[src/ipv6rlc_pkg.sv]
// ----------------------------------------------------------------------------
// ipv6rlc_pkg
// Shared types and constants of the IPv6 range list checker.
// ----------------------------------------------------------------------------
package ipv6rlc_pkg;

  localparam int unsigned QUEUE_DEPTH = 2;
  localparam int unsigned CFG_INDEX_W = 2;
  localparam int unsigned CFG_DATA_W  = 64;
  localparam int unsigned ADDR_W      = 128;
  localparam int unsigned INDEX_W     = 32;

  localparam logic [CFG_INDEX_W-1:0] CFG_EXPECTED_LOW  = 2'd0;
  localparam logic [CFG_INDEX_W-1:0] CFG_EXPECTED_HIGH = 2'd1;
  localparam logic [CFG_INDEX_W-1:0] CFG_CLAIMS_ORDER  = 2'd2;

  localparam logic [1:0] STATUS_OK        = 2'd0;
  localparam logic [1:0] STATUS_BAD_RANGE = 2'd1;
  localparam logic [1:0] STATUS_MISMATCH  = 2'd2;
  localparam logic [1:0] STATUS_UNORDERED = 2'd3;

  typedef struct packed {
    logic [63:0] start_low;
    logic [63:0] start_high;
    logic [63:0] end_low;
    logic [63:0] end_high;
    logic        no_record;
    logic        final_item;
  } in_item_t;

  typedef struct packed {
    logic [1:0]  status;
    logic [31:0] bad_index;
    logic        list_ordered;
  } out_item_t;

  // classified record handed from front to back
  typedef struct packed {
    logic              is_record;
    logic              last;
    logic              bad;
    logic              disorder;
    logic [ADDR_W-1:0] size;
  } work_item_t;

endpackage

[src/ipv6_range_list_checker_top.sv]
// ----------------------------------------------------------------------------
// ipv6_range_list_checker_top
// Checks a streamed list of IPv6 ranges and reports one status per list.
// ----------------------------------------------------------------------------
// Input channel in_valid/in_stall/in_data carries one range per beat; the
// beat with final_item set closes the list. A beat with no_record set adds
// no range and only serves to carry the final mark, e.g. for an empty list.
// Output channel out_valid/out_stall/out_data carries one status beat per
// list, nothing for other beats.
// The cfg_we/cfg_index/cfg_data port writes the expected total (low and high
// halves) and the ordered claim; write it only while no list is in flight.
// Throughput is one beat per cycle while in_stall is low. The final input
// beat passes through a queue entry, then the accumulator and snapshot
// register, then the status compare and output register.
// The front and back are parted by a QUEUE_DEPTH-entry queue; a stalled
// output fills the snapshot, output register and queue, after which
// in_stall rises. The output register holds its beat while out_stall is high.
// Synchronous reset clears the configuration, the list state and all queued
// beats; no clearing pass is needed afterwards.
// ----------------------------------------------------------------------------
module ipv6_range_list_checker_top #(
  parameter int unsigned QUEUE_DEPTH = ipv6rlc_pkg::QUEUE_DEPTH
) (
  input  logic                                clk,
  input  logic                                rst_n,
  input  logic                                cfg_we,
  input  logic [ipv6rlc_pkg::CFG_INDEX_W-1:0] cfg_index,
  input  logic [ipv6rlc_pkg::CFG_DATA_W-1:0]  cfg_data,
  input  logic                                in_valid,
  output logic                                in_stall,
  input  ipv6rlc_pkg::in_item_t               in_data,
  output logic                                out_valid,
  input  logic                                out_stall,
  output ipv6rlc_pkg::out_item_t              out_data
);

  ipv6rlc_pkg::work_item_t push_item;
  ipv6rlc_pkg::work_item_t pop_item;
  logic                    push_valid;
  logic                    push_ready;
  logic                    pop_valid;
  logic                    pop_ready;

  ipv6rlc_front u_front (
    .clk        (clk),
    .rst_n      (rst_n),
    .in_valid   (in_valid),
    .in_stall   (in_stall),
    .in_data    (in_data),
    .push_valid (push_valid),
    .push_ready (push_ready),
    .push_item  (push_item)
  );

  ipv6rlc_queue #(
    .DEPTH (QUEUE_DEPTH)
  ) u_queue (
    .clk        (clk),
    .rst_n      (rst_n),
    .push_valid (push_valid),
    .push_ready (push_ready),
    .push_item  (push_item),
    .pop_valid  (pop_valid),
    .pop_ready  (pop_ready),
    .pop_item   (pop_item)
  );

  ipv6rlc_back u_back (
    .clk       (clk),
    .rst_n     (rst_n),
    .cfg_we    (cfg_we),
    .cfg_index (cfg_index),
    .cfg_data  (cfg_data),
    .pop_valid (pop_valid),
    .pop_ready (pop_ready),
    .pop_item  (pop_item),
    .out_valid (out_valid),
    .out_stall (out_stall),
    .out_data  (out_data)
  );

endmodule

[src/ipv6rlc_front.sv]
// ----------------------------------------------------------------------------
// ipv6rlc_front
// Accepts range beats, checks start against end and against the previous
// end, and computes the range size.
// ----------------------------------------------------------------------------
module ipv6rlc_front (
  input  logic                    clk,
  input  logic                    rst_n,
  input  logic                    in_valid,
  output logic                    in_stall,
  input  ipv6rlc_pkg::in_item_t   in_data,
  output logic                    push_valid,
  input  logic                    push_ready,
  output ipv6rlc_pkg::work_item_t push_item
);

  logic [ipv6rlc_pkg::ADDR_W-1:0] prev_end_r, prev_end_nxt;
  logic [ipv6rlc_pkg::ADDR_W-1:0] prev_inc_r, prev_inc_nxt;
  logic                           prev_max_r, prev_max_nxt;
  logic                           have_prev_r, have_prev_nxt;

  logic [ipv6rlc_pkg::ADDR_W-1:0] start_a;
  logic [ipv6rlc_pkg::ADDR_W-1:0] end_a;
  logic                           is_record;
  logic                           accept;
  logic                           overlap;
  logic                           adjacent;

  assign start_a   = {in_data.start_high, in_data.start_low};
  assign end_a     = {in_data.end_high, in_data.end_low};
  assign is_record = !in_data.no_record;
  assign in_stall  = !push_ready;
  assign accept    = in_valid && push_ready;

  assign overlap  = (prev_end_r >= start_a);
  assign adjacent = !prev_max_r && (prev_inc_r == start_a);

  always_comb begin
    push_valid          = in_valid;
    push_item.is_record = is_record;
    push_item.last      = in_data.final_item;
    push_item.bad       = (end_a < start_a);
    push_item.disorder  = have_prev_r && (overlap || adjacent);
    push_item.size      = end_a - start_a + ipv6rlc_pkg::ADDR_W'(1);
  end

  always_comb begin
    prev_end_nxt  = prev_end_r;
    prev_inc_nxt  = prev_inc_r;
    prev_max_nxt  = prev_max_r;
    have_prev_nxt = have_prev_r;
    if (accept) begin
      if (is_record) begin
        prev_end_nxt  = end_a;
        prev_inc_nxt  = end_a + ipv6rlc_pkg::ADDR_W'(1);
        prev_max_nxt  = &end_a;
        have_prev_nxt = 1'b1;
      end
      if (in_data.final_item) begin
        have_prev_nxt = 1'b0;
      end
    end
  end

  always_ff @(posedge clk) begin
    if (!rst_n) begin
      have_prev_r <= 1'b0;
    end else begin
      have_prev_r <= have_prev_nxt;
    end
  end

  always_ff @(posedge clk) begin
    prev_end_r <= prev_end_nxt;
    prev_inc_r <= prev_inc_nxt;
    prev_max_r <= prev_max_nxt;
  end

endmodule

[src/ipv6rlc_queue.sv]
// ----------------------------------------------------------------------------
// ipv6rlc_queue
// Short first-in first-out queue of classified records between front and back.
// ----------------------------------------------------------------------------
module ipv6rlc_queue #(
  parameter int unsigned DEPTH = ipv6rlc_pkg::QUEUE_DEPTH
) (
  input  logic                    clk,
  input  logic                    rst_n,
  input  logic                    push_valid,
  output logic                    push_ready,
  input  ipv6rlc_pkg::work_item_t push_item,
  output logic                    pop_valid,
  input  logic                    pop_ready,
  output ipv6rlc_pkg::work_item_t pop_item
);

  localparam int unsigned PTR_W = (DEPTH > 1) ? $clog2(DEPTH) : 1;
  localparam int unsigned CNT_W = $clog2(DEPTH + 1);
  localparam logic [PTR_W-1:0] LAST_PTR = PTR_W'(DEPTH - 1);
  localparam logic [CNT_W-1:0] FULL_CNT = CNT_W'(DEPTH);

  ipv6rlc_pkg::work_item_t entries_r [DEPTH];

  logic [PTR_W-1:0] wr_ptr_r, wr_ptr_nxt;
  logic [PTR_W-1:0] rd_ptr_r, rd_ptr_nxt;
  logic [CNT_W-1:0] count_r, count_nxt;
  logic             do_push;
  logic             do_pop;

  assign push_ready = (count_r != FULL_CNT);
  assign pop_valid  = (count_r != '0);
  assign pop_item   = entries_r[rd_ptr_r];
  assign do_push    = push_valid && push_ready;
  assign do_pop     = pop_valid && pop_ready;

  always_comb begin
    wr_ptr_nxt = wr_ptr_r;
    rd_ptr_nxt = rd_ptr_r;
    count_nxt  = count_r;
    if (do_push) begin
      wr_ptr_nxt = (wr_ptr_r == LAST_PTR) ? '0 : wr_ptr_r + PTR_W'(1);
    end
    if (do_pop) begin
      rd_ptr_nxt = (rd_ptr_r == LAST_PTR) ? '0 : rd_ptr_r + PTR_W'(1);
    end
    if (do_push && !do_pop) begin
      count_nxt = count_r + CNT_W'(1);
    end else if (do_pop && !do_push) begin
      count_nxt = count_r - CNT_W'(1);
    end
  end

  always_ff @(posedge clk) begin
    if (!rst_n) begin
      wr_ptr_r <= '0;
      rd_ptr_r <= '0;
      count_r  <= '0;
    end else begin
      wr_ptr_r <= wr_ptr_nxt;
      rd_ptr_r <= rd_ptr_nxt;
      count_r  <= count_nxt;
    end
  end

  always_ff @(posedge clk) begin
    if (do_push) begin
      entries_r[wr_ptr_r] <= push_item;
    end
  end

endmodule

[src/ipv6rlc_back.sv]
// ----------------------------------------------------------------------------
// ipv6rlc_back
// Holds the configuration, accumulates the list state, and forms the status
// beat of each finished list.
// ----------------------------------------------------------------------------
module ipv6rlc_back (
  input  logic                                       clk,
  input  logic                                       rst_n,
  input  logic                                       cfg_we,
  input  logic [ipv6rlc_pkg::CFG_INDEX_W-1:0]        cfg_index,
  input  logic [ipv6rlc_pkg::CFG_DATA_W-1:0]         cfg_data,
  input  logic                                       pop_valid,
  output logic                                       pop_ready,
  input  ipv6rlc_pkg::work_item_t                    pop_item,
  output logic                                       out_valid,
  input  logic                                       out_stall,
  output ipv6rlc_pkg::out_item_t                     out_data
);

  localparam int unsigned AW = ipv6rlc_pkg::ADDR_W;
  localparam int unsigned IW = ipv6rlc_pkg::INDEX_W;

  logic [63:0]   exp_low_r;
  logic [63:0]   exp_high_r;
  logic          claims_r;

  logic [AW-1:0] total_r, total_nxt;
  logic [IW-1:0] count_r, count_nxt;
  logic [IW-1:0] first_bad_r, first_bad_nxt;
  logic          saw_bad_r, saw_bad_nxt;
  logic          ordered_r, ordered_nxt;

  logic [AW-1:0] snap_total_r;
  logic [IW-1:0] snap_first_bad_r;
  logic          snap_saw_bad_r;
  logic          snap_ordered_r;
  logic          snap_valid_r;

  ipv6rlc_pkg::out_item_t out_data_r, out_data_nxt;
  logic                   out_valid_r;

  logic out_ready;
  logic snap_ready;
  logic pop;
  logic take;
  logic finish;

  assign out_ready  = !out_valid_r || !out_stall;
  assign snap_ready = !snap_valid_r || out_ready;
  assign pop_ready  = !pop_item.last || snap_ready;
  assign pop        = pop_valid && pop_ready;
  assign take       = pop && pop_item.is_record;
  assign finish     = pop && pop_item.last;
  assign out_valid  = out_valid_r;
  assign out_data   = out_data_r;

  // configuration registers
  always_ff @(posedge clk) begin
    if (!rst_n) begin
      exp_low_r  <= '0;
      exp_high_r <= '0;
      claims_r   <= 1'b0;
    end else if (cfg_we) begin
      unique case (cfg_index)
        ipv6rlc_pkg::CFG_EXPECTED_LOW:  exp_low_r  <= cfg_data;
        ipv6rlc_pkg::CFG_EXPECTED_HIGH: exp_high_r <= cfg_data;
        ipv6rlc_pkg::CFG_CLAIMS_ORDER:  claims_r   <= cfg_data[0];
        default: ;
      endcase
    end
  end

  // list accumulation
  always_comb begin
    saw_bad_nxt   = saw_bad_r;
    first_bad_nxt = first_bad_r;
    ordered_nxt   = ordered_r;
    total_nxt     = total_r;
    count_nxt     = count_r;
    if (take) begin
      if (pop_item.bad && !saw_bad_r) begin
        saw_bad_nxt   = 1'b1;
        first_bad_nxt = count_r;
      end
      if (pop_item.disorder) begin
        ordered_nxt = 1'b0;
      end
      total_nxt = total_r + pop_item.size;
      if (count_r != '1) begin
        count_nxt = count_r + IW'(1);
      end
    end
  end

  always_ff @(posedge clk) begin
    if (!rst_n) begin
      total_r     <= '0;
      count_r     <= '0;
      first_bad_r <= '0;
      saw_bad_r   <= 1'b0;
      ordered_r   <= 1'b1;
    end else if (finish) begin
      total_r     <= '0;
      count_r     <= '0;
      first_bad_r <= '0;
      saw_bad_r   <= 1'b0;
      ordered_r   <= 1'b1;
    end else begin
      total_r     <= total_nxt;
      count_r     <= count_nxt;
      first_bad_r <= first_bad_nxt;
      saw_bad_r   <= saw_bad_nxt;
      ordered_r   <= ordered_nxt;
    end
  end

  // snapshot of a finished list
  always_ff @(posedge clk) begin
    if (!rst_n) begin
      snap_valid_r <= 1'b0;
    end else if (snap_ready) begin
      snap_valid_r <= finish;
    end
  end

  always_ff @(posedge clk) begin
    if (finish) begin
      snap_total_r     <= total_nxt;
      snap_first_bad_r <= first_bad_nxt;
      snap_saw_bad_r   <= saw_bad_nxt;
      snap_ordered_r   <= ordered_nxt;
    end
  end

  // status
  always_comb begin
    out_data_nxt.status       = ipv6rlc_pkg::STATUS_OK;
    out_data_nxt.bad_index    = '0;
    out_data_nxt.list_ordered = 1'b1;
    if (snap_saw_bad_r) begin
      out_data_nxt.status    = ipv6rlc_pkg::STATUS_BAD_RANGE;
      out_data_nxt.bad_index = snap_first_bad_r;
    end else begin
      out_data_nxt.list_ordered = snap_ordered_r;
      if (snap_ordered_r && (snap_total_r != {exp_high_r, exp_low_r})) begin
        out_data_nxt.status = ipv6rlc_pkg::STATUS_MISMATCH;
      end else if (claims_r && !snap_ordered_r) begin
        out_data_nxt.status = ipv6rlc_pkg::STATUS_UNORDERED;
      end
    end
  end

  always_ff @(posedge clk) begin
    if (!rst_n) begin
      out_valid_r <= 1'b0;
    end else if (out_ready) begin
      out_valid_r <= snap_valid_r;
    end
  end

  always_ff @(posedge clk) begin
    if (out_ready && snap_valid_r) begin
      out_data_r <= out_data_nxt;
    end
  end

endmodule

[config.mk]
export PLATFORM = sky130hd
export DESIGN_NAME = ipv6_range_list_checker_top
export DESIGN_NICKNAME = d
export VERILOG_FILES = /design/src/ipv6rlc_pkg.sv /design/src/ipv6_range_list_checker_top.sv /design/src/ipv6rlc_front.sv /design/src/ipv6rlc_queue.sv /design/src/ipv6rlc_back.sv
export SDC_FILE = /design/constraint.sdc
export NUM_CORES = 2
export LEC_CHECK = 0
export ABC_AREA = 1
export BUFFER_PORTS_ARGS = -buffer_cell sky130_fd_sc_hd__buf_2
export CAP_MARGIN = 20
export CORE_MARGIN = 1
export CORE_UTILIZATION = 50
export DETAILED_ROUTE_END_ITERATION = 8
export PLACE_DENSITY_LB_ADDON = 0.25
export SETUP_SLACK_MARGIN = 0.05
export SLEW_MARGIN = 20
export SYNTH_ARGS = -nofsm -noshare
export SYNTH_HDL_FRONTEND = slang
export SYNTH_SLANG_ARGS = --single-unit
[constraint.sdc]
create_clock -name clk -period 13.7 [get_ports clk]
set_clock_uncertainty 0.15 [all_clocks]
set_input_delay 1.37 -clock clk [delete_from_list [all_inputs] [get_ports clk]]
set_output_delay 1.37 -clock clk [all_outputs]
set_load 0.02 [all_outputs]
==> results.txt <==
After legalization and detailed placement, the total HPWL measured 259000 microns. The total of max-cap violations came out at 0. TritonCTS built the clock tree. The shortest period the worst path allows is 5.23 ns. The worst-path cell with the longest stage delay is buf_4. The flow ran to the end, and the final reports show no timing, DRC or antenna violations. The aggregate routed wire length came out at 309000 microns. The number of endpoints failing setup at the final stage is 0.

Clock-pin slew was measured on the worst setup and hold paths at 0.06 ns. The max-slew violation total from the final report is 0. The number of synthesis warnings is 0. Counting stages on the worst path, the most repeated cell is nand2_1. From synthesis to final layout, the design area changed by 10.4%. The count of instances resized after the clock tree is built is 0. Along the worst path, the maximum fanout reaches 63.

The first global-routing pass estimated between 400000 and 500000 microns of wire. The post-route fraction of the period consumed by the critical path is about two fifths. The TritonCTS buffer count is 112. From bottom edge to top edge, the die measures 391 microns.

CTS saw roughly 1000 sinks. The first detailed-routing pass took 6 iterations. The post-synthesis instance area is 75800 sq um. The net count after synthesis is roughly 12000. The remaining routing DRC violations came out at 0.

The worst setup slack before clock tree synthesis came out at 8.33 ns. The mean number of vias per cell is 5.52. The worst setup path is of the register to register kind. The power per unit of standard cell area came out at roughly 180 nW/um^2.

STA puts the critical path data required time at 14.10 ns. Measured along the x axis, the die boundary spans 391 microns. The die covers roughly 150000 sq um.

The most used flip-flop cell after synthesis is edfxtp_1. The fraction of synthesized cell area taken by the top area cell type is between 20% and 30%. The via count of the first global-routing pass came to 68600.

For the final routed database, the setup TNS stands at 0 ns. The I/O pin count came out at 366. The area inside the core boundary came out at 150000 sq um. The number of register bits inferred by synthesis came out at 1049. The detailed router finished its first iteration with 7300 violations. The count of flip-flops with a built-in enable after synthesis is 718. For this design, the CTS-stage hold fixing added 0 buffers. The cell area after layout is approximately 84000 sq um.

The number of antenna violations at the first check in global routing came to 19. The count of buffers added on input and output ports is 365. The reported leakage power came out at between 30 and 40 nW. The library cell occupying the most area in the post-synthesis netlist is edfxtp_1. Setup repair after global routing left no endpoint under its margin. The net count of the finished layout is approximately 12000. The actual transition at the worst max-transition pin came out at 1.13 ns. The maximum single-stage delay on the critical path is 0.66 ns.

The cell family contributing the most delay on the critical path is simple AND/OR/NAND/NOR gates. The maximum number of pins on one net before global-route repair is 157. The starting density of the core is 50.5%.

The root buffer cell is clkbuf_16. The worst ir drop on vdd is 0.137 mV. The floorplan has 142 rows. The buffer levels on the longest clock path came out at 3. The H-tree was split into 3 levels.

In the synthesized netlist, the cells that appear most often are 3029 x nand2_1, 1948 x inv_1, 1291 x nor2_1. STA classifies the critical path endpoint as a register. The gate count after technology mapping came out at approximately 11000. The final critical-path setup slack is 8.47 ns. The detail route stage leaves a number of antenna-violating nets equal to 0. The final number of hold-violating endpoints came out at 0. The number of buffers and inverters on the critical path is 4.

The fraction of the yosys area taken by sequential cells came out at 37.2%. The aggregate global-route resource usage came out at 39.6%. The placer congestion estimate came out at 1.20. The average routed wire per standard cell came out at 23.6 microns.

The maximum operating frequency came out at 0.191 GHz. In the synthesized netlist the async set-or-reset flop fraction comes to 0%. The clock insertion delay at the later pin of the skew report is 0.80 ns. Data on the critical path arrives at its endpoint at 5.63 ns. The critical path goes through clkinv_2 > buf_4 > buf_4 > nand2_1 > nand2_1 > ha_1 > nand2_1 > nor2_1 > nand2_1 > nor2_1 > nand2_1 > nor3_1 > nand2_1 > nand3_1 > nand3_1 > nand2_1 > inv_1. The mean cell area of the mapped netlist is 7.14 sq um. By instance count, the leading cell after synthesis is nand2_1. STA classifies the critical path startpoint as a register. The number of vias in the routed layout came out at 72300. By area the synthesized netlist is led by edfxtp_1 28%, nand2_1 15%, inv_1 9.6%. Counting distinct cell types in the post-synthesis netlist gives 61. The remaining global-route overflow came out at 0. The worst-case headroom to the max-slew limit came out at 24.1%. Post-CTS timing repair inserted 0 buffers for setup.

The standard cell area after detailed placement came out at 79800 sq um. The classification of the worst-slack hold path is register to register. The fraction of layout cells with a size suffix above 1 came out at under 10%. The final core utilization came out at between 50% and 60%.
state kept, by name, indices dropped and copies added, names as in the netlist, 35 cells and up, named ones only:
register / count
u_front.prev_inc_r: 128
u_back.exp_low_r: 64
u_back.out_data: 35
u_back.snap_total_r: 128
u_front.prev_end_r: 128
u_back.exp_high_r: 64
u_queue.entries_r: 264
u_back.total_r: 128
power by group:
part	leakage, nW	switching [W]	internal, W
registers	9.43	0.000417	0.00439
logic	28.6	0.00537	0.00205
clock network	1.83	0.00142	0.00178
total	39.9	0.00720	0.00822
final timing paths:
path                         start                  endpoint  slack [ns]  cells after the start
setup / recovery          register  u_back.snap_total_r[104]        8.47                     17
hold / removal    u_queue.rd_ptr_r          u_queue.rd_ptr_r        0.30                      1
hold reg to reg   u_queue.rd_ptr_r          u_queue.rd_ptr_r        0.30                      1
setup reg to reg          register  u_back.snap_total_r[104]        8.47                     17
cell usage in the layout (no fill, tap or decap), types with 12 or more instances in the layout:
master,n
bufinv_16,13
nand3_1,331
inv_1,1947
or2_2,118
nand2_2,13
a21o_1,16
clkbuf_16,112
a211oi_1,16
o21ai_0,447
nand2_1,3028
nor2_2,17
clkinv_2,17
and2_1,30
o21a_1,20
o211ai_1,12
nor3_1,195
a21oi_1,560
nor3_2,15
clkinv_1,20
buf_2,364
xnor2_1,118
nor2_1,1287
o21ai_1,16
nand3b_1,25
nor4_1,66
ha_1,514
nand4_1,143
inv_2,12
clkbuf_1,16
edfxtp_1,718
o21bai_1,15
fa_1,65
buf_4,24
dfxtp_1,330
xor2_1,321
metrics by stage:
| stage | power (W) | cells | hold WS [ns] |
|---|---|---|---|
| floorplan | 0.00937 | 10600 | 0.264 |
| CTS | 0.0152 | 13100 | 0.300 |
| finish | 0.0154 | 13100 | 0.302 |
| global route | 0.0162 | 13100 | 0.328 |
| global placement | 0.0119 | 12900 | 0.279 |
| detailed placement | 0.0120 | 12900 | 0.284 |
kinds of logic after synthesis:
| family | count (synthesis) | synth area share [%] |
|---|---|---|
| adders and majority gates | 579 | 10.2 |
| AOI/OAI and AO/OA | 1131 | 7.81 |
| DFF | 1049 | 37.2 |
| and+or+nand+nor | 5321 | 29.2 |
| buffers and inverters | 2097 | 10.5 |
| xor gates and xnor gates | 439 | 5.07 |
layer usage:
metal | GRT usage [%] | up-vias | part of all wire [%]
met3 | 5.29 | 799 | 8.0
met5 | 0 | - | 0.030
met4 | 25.6 | 12 | 7.7
met1 | 51.4 | 33700 | 41
met2 | 61.9 | 3518 | 44
li1 | - | 34300 | -
cell type report:
cell class | instances | area, sq um
tap | 2016 | 2520
multi-input combinational | 7470 | 39700
timing repair buffer | 391 | 2050
clock inverter | 78 | 931
antenna | 6 | 15.0
sequential | 1049 | 28200
fill | 14500 | 66400
clock buffer | 131 | 2900
inverter | 1962 | 7370
Note: power is estimated with default switching activity, not from simulation.
